==> config.mk <==
export PLATFORM = sky130hd
export DESIGN_NAME = four_wheel_drive_mixer_core
export DESIGN_NICKNAME = d
export VERILOG_FILES = /design/src/rtl/core/fwdm_pkg.sv /design/src/rtl/core/four_wheel_drive_mixer_core.sv
export VERILOG_INCLUDE_DIRS = /design/src /design/src/rtl/core
export SDC_FILE = /design/constraint.sdc
export NUM_CORES = 1
export LEC_CHECK = 0
export BUFFER_PORTS_ARGS = -buffer_cell sky130_fd_sc_hd__buf_2
export CAP_MARGIN = 5
export CORE_MARGIN = 8
export CORE_UTILIZATION = 45
export DETAILED_ROUTE_END_ITERATION = 8
export MAX_ROUTING_LAYER = met4
export PLACE_DENSITY = 0.67
export SYNTH_ARGS = -nofsm -noshare
export SYNTH_HDL_FRONTEND = slang
export SYNTH_SLANG_ARGS = --single-unit
==> constraint.sdc <==
create_clock -name clk -period 5.6 [get_ports clk]
set_input_delay 0.56 -clock clk [delete_from_list [all_inputs] [get_ports clk]]
set_output_delay 0.56 -clock clk [all_outputs]
set_load 0.005 [all_outputs]
==> src/rtl/core/four_wheel_drive_mixer_core_assert.svh <==
// ----------------------------------------------------------------------------
// Four wheel drive mixer assertion macros
// Shared property forms for the mixer core checks.
// ----------------------------------------------------------------------------
`ifndef FOUR_WHEEL_DRIVE_MIXER_CORE_ASSERT_SVH
`define FOUR_WHEEL_DRIVE_MIXER_CORE_ASSERT_SVH

// same-cycle implication
`define FWDM_ASSERT_NOW(lbl, clk, rst_n, ante, cons, msg) \
    lbl: assert property (@(posedge clk) disable iff (!rst_n) (ante) |-> (cons)) \
        else $error(msg);

// next-cycle implication
`define FWDM_ASSERT_NEXT(lbl, clk, rst_n, ante, cons, msg) \
    lbl: assert property (@(posedge clk) disable iff (!rst_n) (ante) |=> (cons)) \
        else $error(msg);

`endif

==> src/rtl/core/fwdm_pkg.sv <==
// ----------------------------------------------------------------------------
// Four wheel drive mixer package
// Direction codes, command codes, power limits and the per-wheel slew function.
// ----------------------------------------------------------------------------
package fwdm_pkg;

    localparam int NUM_WHEELS  = 4;
    localparam int POWER_W     = 9;
    localparam int TARGET_W    = 11;
    localparam int MAG_W       = 10;

    localparam logic [POWER_W-1:0] POWER_MAX  = 9'd382;
    localparam logic [POWER_W-1:0] RAMP_RESET = 9'd511;

    localparam logic [9:0] LEVEL_LOW  = 10'd200;
    localparam logic [9:0] LEVEL_MID  = 10'd300;
    localparam logic [9:0] LEVEL_HIGH = 10'd400;

    localparam logic [7:0] TURN_LOW   = 8'd30;
    localparam logic [7:0] TURN_MID   = 8'd50;
    localparam logic [7:0] TURN_HIGH  = 8'd70;
    localparam logic [7:0] TURN_MAX   = 8'd100;

    typedef enum logic [2:0] {
        DIR_FORWARD  = 3'd0,
        DIR_BACKWARD = 3'd1,
        DIR_LEFT     = 3'd2,
        DIR_RIGHT    = 3'd3,
        DIR_START    = 3'd4,
        DIR_STOP     = 3'd5
    } dir_t;

    typedef enum logic {
        CMD_DRIVE      = 1'b0,
        CMD_CORRECTION = 1'b1
    } cmd_t;

    typedef enum logic {
        STATUS_OK          = 1'b0,
        STATUS_NOT_STARTED = 1'b1
    } status_t;

    typedef struct packed {
        logic [POWER_W-1:0] power;
        logic               reverse;
    } wheel_t;

    function automatic wheel_t wheel_slew(
        input logic signed [TARGET_W-1:0] target,
        input logic        [POWER_W-1:0]  prev,
        input logic        [POWER_W-1:0]  ramp,
        input logic                       rev_in
    );
        logic [TARGET_W-1:0] mag_full;
        logic [MAG_W-1:0]    mag;
        logic [MAG_W-1:0]    limit;
        wheel_t              res;
        res.reverse = rev_in;
        if (target < 0)
        begin
            mag_full    = TARGET_W'(-target);
            res.reverse = ~rev_in;
        end
        else
        begin
            mag_full = TARGET_W'(target);
        end
        mag   = mag_full[MAG_W-1:0];
        limit = {1'b0, prev} + {1'b0, ramp};
        if (mag > limit)
            mag = limit;
        if (mag > {1'b0, POWER_MAX})
            mag = {1'b0, POWER_MAX};
        res.power = mag[POWER_W-1:0];
        return res;
    endfunction

endpackage

==> src/rtl/core/four_wheel_drive_mixer_core.sv <==
// The result is registered: out_valid rises in the cycle after acceptance.
// Throughput: one request per cycle while out_ready is high; the wheel state
// and the result register update at the same edge, so a request that follows
// at once sees the new state. Reset: started clear, all wheel powers zero and
// forward, ramp limit 511, no result pending.
// ----------------------------------------------------------------------------
// Four wheel drive mixer core
// Mixes straight and turn power into four slew-limited wheel commands.
// ----------------------------------------------------------------------------
`include "four_wheel_drive_mixer_core_assert.svh"

module four_wheel_drive_mixer_core
    import fwdm_pkg::*;
(
    input  logic               clk,
    input  logic               rst_n,
    input  logic               cfg_we,
    input  logic [POWER_W-1:0] cfg_wdata,
    input  logic               in_valid,
    output logic               in_ready,
    input  logic               command,
    input  logic [2:0]         straight_dir,
    input  logic [7:0]         straight_power,
    input  logic [2:0]         turn_dir,
    input  logic [7:0]         turn_power,
    input  logic [9:0]         correction_level,
    output logic               out_valid,
    input  logic               out_ready,
    output logic               status,
    output logic               motors_updated,
    output logic [POWER_W-1:0] front_left_power,
    output logic [POWER_W-1:0] front_right_power,
    output logic [POWER_W-1:0] rear_left_power,
    output logic [POWER_W-1:0] rear_right_power,
    output logic               front_left_reverse,
    output logic               front_right_reverse,
    output logic               rear_left_reverse,
    output logic               rear_right_reverse
);

    logic [POWER_W-1:0] ramp_limit_reg;
    logic               started_reg, started_next;
    logic               out_valid_reg;
    logic               status_reg, status_next;
    logic               updated_reg, updated_next;
    logic [POWER_W-1:0] wheel_power_reg [NUM_WHEELS];
    logic               wheel_reverse_reg [NUM_WHEELS];
    wheel_t             wheel_next [NUM_WHEELS];

    logic                       accept;
    logic [7:0]                 corr_turn;
    logic [POWER_W-1:0]         mix_spow;
    logic [7:0]                 mix_tpow;
    logic                       mix_rev;
    logic [6:0]                 half;
    logic signed [TARGET_W-1:0] sum_plus;
    logic signed [TARGET_W-1:0] sum_minus;
    logic signed [TARGET_W-1:0] target;
    logic                       do_mix;

    assign accept   = in_valid && in_ready;
    assign in_ready = !out_valid_reg || out_ready;

    always_comb
    begin
        if (correction_level < LEVEL_LOW)
            corr_turn = TURN_LOW;
        else if (correction_level < LEVEL_MID)
            corr_turn = TURN_MID;
        else if (correction_level < LEVEL_HIGH)
            corr_turn = TURN_HIGH;
        else
            corr_turn = TURN_MAX;

        if (command == CMD_CORRECTION)
        begin
            mix_spow = wheel_power_reg[0];
            mix_tpow = corr_turn;
            mix_rev  = wheel_reverse_reg[0];
        end
        else
        begin
            mix_spow = {1'b0, straight_power};
            mix_tpow = turn_power;
            mix_rev  = (straight_dir == DIR_BACKWARD);
        end

        half      = mix_tpow[7:1];
        sum_plus  = $signed({2'b00, mix_spow}) + $signed({4'b0000, half});
        sum_minus = $signed({2'b00, mix_spow}) - $signed({4'b0000, half});

        for (int i = 0; i < NUM_WHEELS; i++)
        begin
            target = $signed({2'b00, wheel_power_reg[i[1:0]]});
            if (mix_tpow != 8'd0)
            begin
                if (turn_dir == DIR_LEFT)
                    target = i[0] ? sum_plus : sum_minus;
                else if (turn_dir == DIR_RIGHT)
                    target = i[0] ? sum_minus : sum_plus;
            end
            else
            begin
                target = $signed({2'b00, mix_spow});
            end
            wheel_next[i[1:0]] = wheel_slew(target, wheel_power_reg[i[1:0]],
                                            ramp_limit_reg, mix_rev);
        end

        started_next = started_reg;
        status_next  = STATUS_OK;
        do_mix       = 1'b0;
        if (command == CMD_CORRECTION)
        begin
            do_mix = 1'b1;
        end
        else if (!started_reg)
        begin
            if (straight_dir == DIR_START)
                started_next = 1'b1;
            else
                status_next = STATUS_NOT_STARTED;
        end
        else if (straight_dir == DIR_STOP)
        begin
            started_next = 1'b0;
        end
        else
        begin
            do_mix = 1'b1;
        end
        updated_next = do_mix;
    end

    always_ff @(posedge clk or negedge rst_n)
    begin
        if (!rst_n)
            ramp_limit_reg <= RAMP_RESET;
        else if (cfg_we)
            ramp_limit_reg <= cfg_wdata;
    end

    always_ff @(posedge clk or negedge rst_n)
    begin
        if (!rst_n)
        begin
            out_valid_reg <= 1'b0;
            started_reg   <= 1'b0;
            status_reg    <= STATUS_OK;
            updated_reg   <= 1'b0;
            for (int i = 0; i < NUM_WHEELS; i++)
            begin
                wheel_power_reg[i[1:0]]   <= '0;
                wheel_reverse_reg[i[1:0]] <= 1'b0;
            end
        end
        else
        begin
            if (accept)
            begin
                out_valid_reg <= 1'b1;
                started_reg   <= started_next;
                status_reg    <= status_next;
                updated_reg   <= updated_next;
                if (do_mix)
                begin
                    for (int i = 0; i < NUM_WHEELS; i++)
                    begin
                        wheel_power_reg[i[1:0]]   <= wheel_next[i[1:0]].power;
                        wheel_reverse_reg[i[1:0]] <= wheel_next[i[1:0]].reverse;
                    end
                end
            end
            else if (out_ready)
            begin
                out_valid_reg <= 1'b0;
            end
        end
    end

    assign out_valid           = out_valid_reg;
    assign status              = status_reg;
    assign motors_updated      = updated_reg;
    assign front_left_power    = wheel_power_reg[0];
    assign front_right_power   = wheel_power_reg[1];
    assign rear_left_power     = wheel_power_reg[2];
    assign rear_right_power    = wheel_power_reg[3];
    assign front_left_reverse  = wheel_reverse_reg[0];
    assign front_right_reverse = wheel_reverse_reg[1];
    assign rear_left_reverse   = wheel_reverse_reg[2];
    assign rear_right_reverse  = wheel_reverse_reg[3];

    `FWDM_ASSERT_NEXT(a_not_started, clk, rst_n,
        accept && command == CMD_DRIVE && !started_reg && straight_dir != DIR_START,
        status_reg == STATUS_NOT_STARTED && !updated_reg && out_valid_reg,
        "drive request before start must report not started")

    `FWDM_ASSERT_NEXT(a_correction_mixes, clk, rst_n,
        accept && command == CMD_CORRECTION,
        updated_reg && status_reg == STATUS_OK && out_valid_reg,
        "correction request must update the wheels")

    `FWDM_ASSERT_NEXT(a_hold_wheels, clk, rst_n,
        !(accept && do_mix),
        $stable(front_left_power) && $stable(rear_right_power),
        "wheel state changed without a mixing request")

    `FWDM_ASSERT_NOW(a_power_range, clk, rst_n,
        out_valid_reg,
        front_left_power <= POWER_MAX && front_right_power <= POWER_MAX &&
        rear_left_power <= POWER_MAX && rear_right_power <= POWER_MAX,
        "wheel power above saturation limit")

endmodule
; Word level (Yosys, flattened, before mapping)
; Cells that the tools add are included.
; Widths: inputs -> output; s select.
[totals]
register_bits = 53
latchBits = 0
ramBits = 0
mem_bits_ro = 0
in_bits = 47
output_inout_bits = 44
word_cells = 96
memories = 0
[classes]
n_addsub = 10
multipliers = 0
n_div = 0
order_cmp = 15
eq_ne = 5
shift = 0
muxes = 44
bitwise_logic = 2
n_reduce_logical = 7
[ops]
columns = operator, count
row1 = $mux 11, 10
row2 = $mux 10, 10
row3 = $mux 9, 5
row4 = $lt 11x1->1 const B, 4
row5 = $add 9x9->10, 4
row6 = $gt 10x10->1, 4
row7 = $gt 10x9->1 const B, 4
row8 = $neg 10->10, 4
row9 = $mux 8, 3
row10 = $lt 10x9->1 const B, 2
row11 = $mux 1, 15
row12 = $add 9x7->10, 1
row13 = $lt 10x8->1 const B, 1
row14 = $sub 9x7->10, 1
row15 = $reduce_bool 8->1, 1
row16 = $eq 3x2->1 const B, 2
row17 = $eq 3x3->1 const B, 2
row18 = $mux 6, 1
row19 = $reduce_and 2->1, 2
row20 = $eq 3x1->1 const B, 1
row21 = $not 1->1, 2
row22 = $reduce_bool 2->1, 1
row23 = $logic_and 1x1->1, 1
row24 = $logic_not 1->1, 1
row25 = $logic_or 1x1->1, 1

; Depth between registers and ports, before layout
[logic_depth]
depth_word = 15
mapped_depth = 29
ltp_nobuf = 28

; Least setup slack after synthesis
; Ideal clock, no wire load.
[synth_path]
path_kind = in2reg
start = input command
end = register wheel_power_reg, in the netlist rear_right_power[0]
setup_time_ns = 0.136
t_arrival_ns = 6.164
required_time_ns = 5.464
slack_ns = -0.699
path_stages = 25
path_buffers = 6
cell_sequence = buf_4 buf_1 clkbuf_1 mux2i_1 ha_1 buf_6 o21ai_0 a21oi_1 o21a_2 or4_4 buf_6 buf_6 nor2_1 mux2i_1 inv_1 ha_1 nand4_1 o21bai_1 a31o_2 a221oi_1 nand2_1 o21a_1 or4_4 a2111oi_2 a31oi_1
[synth_via]
elab_chain_len = 11
elab_cells_between_ends = 17
cone_classes = add/sub: 3 / order compare: 3 / mux: 9 / reduce/logical: 2
[synth_lines]
columns = item, line_no
row1 = start: declaration, four_wheel_drive_mixer_core.sv:21  ; input logic command,
row2 = $mux 9 or $mux 8 (tied branches), four_wheel_drive_mixer_core.sv:75  ; if (command == CMD_CORRECTION)
row3 = $sub 9x7->10, four_wheel_drive_mixer_core.sv:90  ; sum_minus = $signed({2'b00, mix_spow}) - $signed({4'b0000, half});
row4 = $mux 11, four_wheel_drive_mixer_core.sv:99  ; else if (turn_dir == DIR_RIGHT)
row5 = $mux 11, four_wheel_drive_mixer_core.sv:97  ; if (turn_dir == DIR_LEFT)
row6 = $mux 11, four_wheel_drive_mixer_core.sv:95  ; if (mix_tpow != 8'd0)
row7 = $neg 10->10 or $lt 11x1->1 (tied branches), "fwdm_pkg.sv:61, fwdm_pkg.sv:59"
row8 = $mux 10, fwdm_pkg.sv:59  ; if (target < 0)
row9 = $gt 10x10->1, fwdm_pkg.sv:70  ; if (mag > limit)
row10 = $mux 10, fwdm_pkg.sv:70
row11 = $gt 10x9->1, fwdm_pkg.sv:72  ; if (mag > {1'b0, POWER_MAX})
row12 = $mux 9, fwdm_pkg.sv:72
row13 = end signal: indexed assignment, four_wheel_drive_mixer_core.sv:169  ; wheel_power_reg[i[1:0]] <= wheel_next[i[1:0]].power;
row14 = end: declaration, four_wheel_drive_mixer_core.sv:46  ; logic [POWER_W-1:0] wheel_power_reg [NUM_WHEELS];
; Parallel ways exist; a longest one is shown, timed or not.
; A chain may end at the register's enable or synchronous reset.

; Worst setup path in the final report
[layout_path]
start = input correction_level[2]
end = register wheel_power_reg, in the netlist rear_right_power[0]
[layout_via]
elab_chain_len = 15
elab_cells_between_ends = 20
cone_classes = add/sub: 3 / order compare: 6 / mux: 10 / reduce/logical: 1
[layout_lines]
columns = item, line_no
row1 = start: declaration, four_wheel_drive_mixer_core.sv:26  ; input logic [9:0] correction_level,
row2 = $lt 10x9->1, four_wheel_drive_mixer_core.sv:70  ; else if (correction_level < LEVEL_HIGH)
row3 = $mux 6, four_wheel_drive_mixer_core.sv:70
row4 = $mux 8, four_wheel_drive_mixer_core.sv:68  ; else if (correction_level < LEVEL_MID)
row5 = $mux 8 *, four_wheel_drive_mixer_core.sv:66  ; if (correction_level < LEVEL_LOW)
row6 = $mux 8 *, four_wheel_drive_mixer_core.sv:75
row7 = $sub 9x7->10, four_wheel_drive_mixer_core.sv:90
row8 = $mux 11, four_wheel_drive_mixer_core.sv:99
row9 = $mux 11, four_wheel_drive_mixer_core.sv:97
row10 = $mux 11 *, four_wheel_drive_mixer_core.sv:95
row11 = $neg 10->10 or $lt 11x1->1 (tied branches), "fwdm_pkg.sv:61, fwdm_pkg.sv:59"
row12 = $mux 10 *, fwdm_pkg.sv:59
row13 = $gt 10x10->1, fwdm_pkg.sv:70
row14 = $mux 10 *, fwdm_pkg.sv:70
row15 = $gt 10x9->1, fwdm_pkg.sv:72
row16 = $mux 9 *, fwdm_pkg.sv:72
; Every way passes the cells marked *; elsewhere a longest branch is shown, timed or not.

==> insert_results.sql <==
INSERT INTO impl_metrics (metric_group, metric, value, unit) VALUES
('run_status', 'status', 'finished with violations', ''),
('run_status', 'violated_checks', 'negative setup slack', ''),
('sta', 'timing.slew.headroom', '39.8', '%'),
('clocking', 'cts_buffers', '5', ''),
('sta', 'post_route_setup_tns', '-1.99', 'ns'),
('sta', 'final_period_minus_worst_setup_slack', '5.83', 'ns'),
('clocking', 'cts_tree', 'yes', ''),
('layout', 'flow.area_growth_from_synthesis', '43.8', '%'),
('synthesis', 'synth_fp_nets', '1117', ''),
('worst_setup_path', 'path_max_fanout', '4', ''),
('layout', 'number_of_antenna_cells_inserted', '0', ''),
('synthesis', 'synthesis.yosys.warnings', '0', ''),
('synthesis', 'share_of_the_synthesized_area_in_the_top_cell_type', '15.1', '%'),
('worst_setup_path', 'critical_path_required', '5.79', 'ns'),
('sta', 'rsz0062_at_grt', 'yes', ''),
('synthesis', 'dominant_register_cell_in_the_synthesized_netlist', 'sky130_fd_sc_hd__dfrtp_1', ''),
('synthesis', 'synthesis.instances', '970', ''),
('route', 'drtIter0Drc', '633', ''),
('die', 'initial_core_util', '45.4', '%'),
('worst_setup_path', 'worst_path_arrival', '6.02', 'ns'),
('route', 'vias', '8849', ''),
('job', 'number_of_max_cap_violations', '0', ''),
('route', 'viasPerCell', '5.89', ''),
('synthesis', 'synthAdderAreaFrac', '16.7', '%'),
('synthesis', 'synthArstFlopShare', '100', '%'),
('synthesis', 'synth_cell_type_count', '102', ''),
('synthesis', 'yosysSeqAreaShare', '16.6', '%'),
('sta', 'final_worst_setup_slack', '-0.228', 'ns'),
('sta', 'final_number_of_setup_violating_endpoints', '20', ''),
('synthesis', 'syn-cell-area', '7770', 'µm²'),
('worst_setup_path', 'r2r_end', 'rear_right_power[0]', ''),
('die', 'io_pins', '91', ''),
('die', 'floorplan.die.height', '147', 'µm'),
('power_and_ir_drop', 'peakVddDrop', '0.424', 'mV'),
('sta', 'timing.fmax', '172', 'MHz'),
('placed_design', 'port-buffer-count', '88', ''),
('grt', 'grt_start_max_net_pins', '52', ''),
('die', 'number_of_core_rows', '48', ''),
('sta', 'tightest_slew', '0.901', 'ns'),
('worst_setup_path', 'critPathCaptureType', 'register', ''),
('clocking', 'tritoncts_num_sinks', '51', ''),
('route', 'wl_per_cell', '20.3', 'µm'),
('sta', 'hold_slack', '0.371', 'ns'),
('grt', 'first_global_vias', '8461', ''),
('die', 'die_width', '147', 'µm'),
('sta', 'report.final.slew_viol_count', '0', ''),
('power_and_ir_drop', 'power_density', '652', 'nW/µm²'),
('synthesis', 'avgSynthCellArea', '8.01', 'µm²'),
('worst_setup_path', 'r2r_cells', '24', ''),
('die', 'core_area', '17100', 'µm²'),
('clocking', 'ctsRootBufferMaster', 'sky130_fd_sc_hd__clkbuf_16', ''),
('min_path', 'hold_path_class', 'in2async', ''),
('grt', 'global_route.usage.total', '27.3', '%'),
('synthesis', 'synth_compound_area_share', '29.1', '%'),
('worst_setup_path', 'rrSetupSlack', '-0.02', 'ns'),
('clocking', 'max-clock-path-buffers', '2', ''),
('synthesis', 'largest_family_of_logic_cells_by_synthesized_area', 'compound AO/OA/AOI/OAI gates', ''),
('route', 'wirelength', '30.5', 'mm'),
('worst_setup_path', 'crit_type', 'in2reg', ''),
('synthesis', 'synth_enable_flop_cells', '0', ''),
('synthesis', 'postSynthRegisterBits', '51', ''),
('synthesis', 'synthTopCellsByArea', 'sky130_fd_sc_hd__ha_1, sky130_fd_sc_hd__dfrtp_1, sky130_fd_sc_hd__a21oi_1', ''),
('power_and_ir_drop', 'cellLeakagePower', '5.15', 'nW'),
('route', 'detailedRoute.firstPassIterationCount', '5', ''),
('clocking', 'h-tree-depth', '2', ''),
('synthesis', 'yosys.area_share.xor_xnor', '5.41', '%'),
('worst_setup_path', 'start_of_the_worst_register_to_register_path', 'front_left_power[0]', ''),
('clocking', 'path_clk_slew', '0.08', 'ns'),
('grt', 'antenna_found_initial', '0', ''),
('synthesis', 'simple_gate_share_of_the_synthesized_area', '20.8', '%'),
('layout', 'fin_nets', '1424', '');
[area by class of cell]
type,count,area (µm²)
Timing Repair Buffer,338,2430
Fill cell,1468,5940
Sequential cell,51,1290
Tap cell,225,282
Multi-Input combinational cell,834,6850
Inverter,47,176
Clock buffer,5,125
Clock inverter,3,26.3
[worst max path at each step]
stage | startpoint | slack [ns] | endpoint | cells past startpoint
2_1_floorplan | command | -0.14 | rear_right_power[0] | 26
3_3_place_gp | correction_level[2] | -0.71 | front_right_power[0] | 27
3_5_place_dp | correction_level[4] | -0.65 | rear_right_power[0] | 27
4_1_cts | correction_level[2] | -0.16 | rear_right_power[0] | 28
5_1_grt | correction_level[2] | -0.49 | rear_right_power[0] | 29
6_report | correction_level[2] | -0.23 | rear_right_power[0] | 28
[critical path, stage by stage]
cell                        delay [ns]
sky130_fd_sc_hd__buf_6            0.09
sky130_fd_sc_hd__a21o_1           0.19
sky130_fd_sc_hd__a2111oi_4        0.31
sky130_fd_sc_hd__nor2_1           0.10
sky130_fd_sc_hd__nor2_1           0.10
sky130_fd_sc_hd__a21o_1           0.15
sky130_fd_sc_hd__inv_2            0.07
sky130_fd_sc_hd__fa_2             0.41
sky130_fd_sc_hd__nor2b_4          0.14
sky130_fd_sc_hd__o211a_1          0.22
sky130_fd_sc_hd__o31a_1           0.19
sky130_fd_sc_hd__o31ai_2          0.10
sky130_fd_sc_hd__a21bo_2          0.24
sky130_fd_sc_hd__nor4_4           0.34
sky130_fd_sc_hd__nor2_4           0.06
sky130_fd_sc_hd__mux2i_2          0.20
sky130_fd_sc_hd__inv_1            0.10
sky130_fd_sc_hd__ha_4             0.29
sky130_fd_sc_hd__nand4_1          0.13
sky130_fd_sc_hd__o21bai_1         0.20
sky130_fd_sc_hd__a31o_2           0.27
sky130_fd_sc_hd__a221o_2          0.39
sky130_fd_sc_hd__nor2_1           0.11
sky130_fd_sc_hd__a41o_1           0.11
sky130_fd_sc_hd__a21oi_1          0.06
sky130_fd_sc_hd__or4_4            0.56
sky130_fd_sc_hd__a2111oi_4        0.21
sky130_fd_sc_hd__a31oi_1          0.11
[stage by stage]
stage	std cells	power (mW)	setup slack [ns]	cell area (µm²)	util [%]
floorplan	970	3.80	-0.139	7910	-
global placement	1469	5.78	-0.714	10100	59.0
detailed placement	1469	5.86	-0.653	10100	59.0
CTS	1488	6.59	-0.164	10600	61.8
global route	1503	7.84	-0.492	11200	65.3
finish	1503	7.28	-0.228	11200	65.3
[placed cells by master (no fill, tap or decap), drive strengths merged, types with 20 or more instances in the layout]
cell type,n
dfrtp,42
inv,49
xnor2,38
nor3,23
nand2,86
mux2,24
ha,94
a21oi,82
nand3,20
nor2,101
a21o,31
o21ai,50
a31oi,20
buf,337
[power by group]
part           total (mW)  leakage, nW  switching, mW  internal, mW
sequential          0.691        0.570          0.192         0.498
clock               0.338       0.0748          0.167         0.171
combinational        6.25         4.50           3.11          3.14
total                7.28         5.15           3.47          3.81
[what timing repair did]
action                     CTS  global route
hold buffers                 0             0
gates resized for setup     46           110
buffers inserted            10            15
pin swaps                   23            47
setup endpoints to repair   35            36
gates cloned                 1             1
[metal layers]
metal | vias to the layer above | GRT usage (%) | share of wire, % | wire [µm]
li1 | 4222 | - | - | -
met1 | 4227 | 35.6 | 45 | 13600
met2 | 331 | 40.4 | 43 | 13200
met3 | 69 | 5.20 | 7.5 | 2280
met4 | 0 | 12.2 | 4.5 | 1370
met5 | - | - | 0 | 0
[cell usage after synthesis, types with 6 or more instances]
library cell,instances
sky130_fd_sc_hd__xnor2_1,38
sky130_fd_sc_hd__or3_1,12
sky130_fd_sc_hd__xor2_1,10
sky130_fd_sc_hd__fa_1,6
sky130_fd_sc_hd__nand4_1,8
sky130_fd_sc_hd__mux2i_1,17
sky130_fd_sc_hd__o21bai_1,10
sky130_fd_sc_hd__o21ai_0,47
sky130_fd_sc_hd__inv_1,47
sky130_fd_sc_hd__a21o_1,30
sky130_fd_sc_hd__mux2_2,23
sky130_fd_sc_hd__o211ai_1,7
sky130_fd_sc_hd__a31oi_1,19
sky130_fd_sc_hd__o21a_1,10
sky130_fd_sc_hd__nand3_1,20
sky130_fd_sc_hd__clkbuf_1,17
sky130_fd_sc_hd__dfstp_2,9
sky130_fd_sc_hd__and2_1,7
sky130_fd_sc_hd__nor2_1,98
sky130_fd_sc_hd__nor2b_1,13
sky130_fd_sc_hd__buf_6,7
sky130_fd_sc_hd__nand2b_1,17
sky130_fd_sc_hd__buf_2,6
sky130_fd_sc_hd__o31ai_1,12
sky130_fd_sc_hd__dfrtp_1,42
sky130_fd_sc_hd__o31a_1,7
sky130_fd_sc_hd__nor4_1,9
sky130_fd_sc_hd__a211oi_1,11
sky130_fd_sc_hd__nor3_1,23
sky130_fd_sc_hd__nand2_1,85
sky130_fd_sc_hd__ha_1,94
sky130_fd_sc_hd__a21oi_1,78
[logic make-up after synthesis]
logic type,after synthesis
xor+xnor,48
fa+ha+maj,100
simple gates,326
buf+inv,86
flops,51
mux,43
compound gates,316
Power figures use the tool's default switching activity.
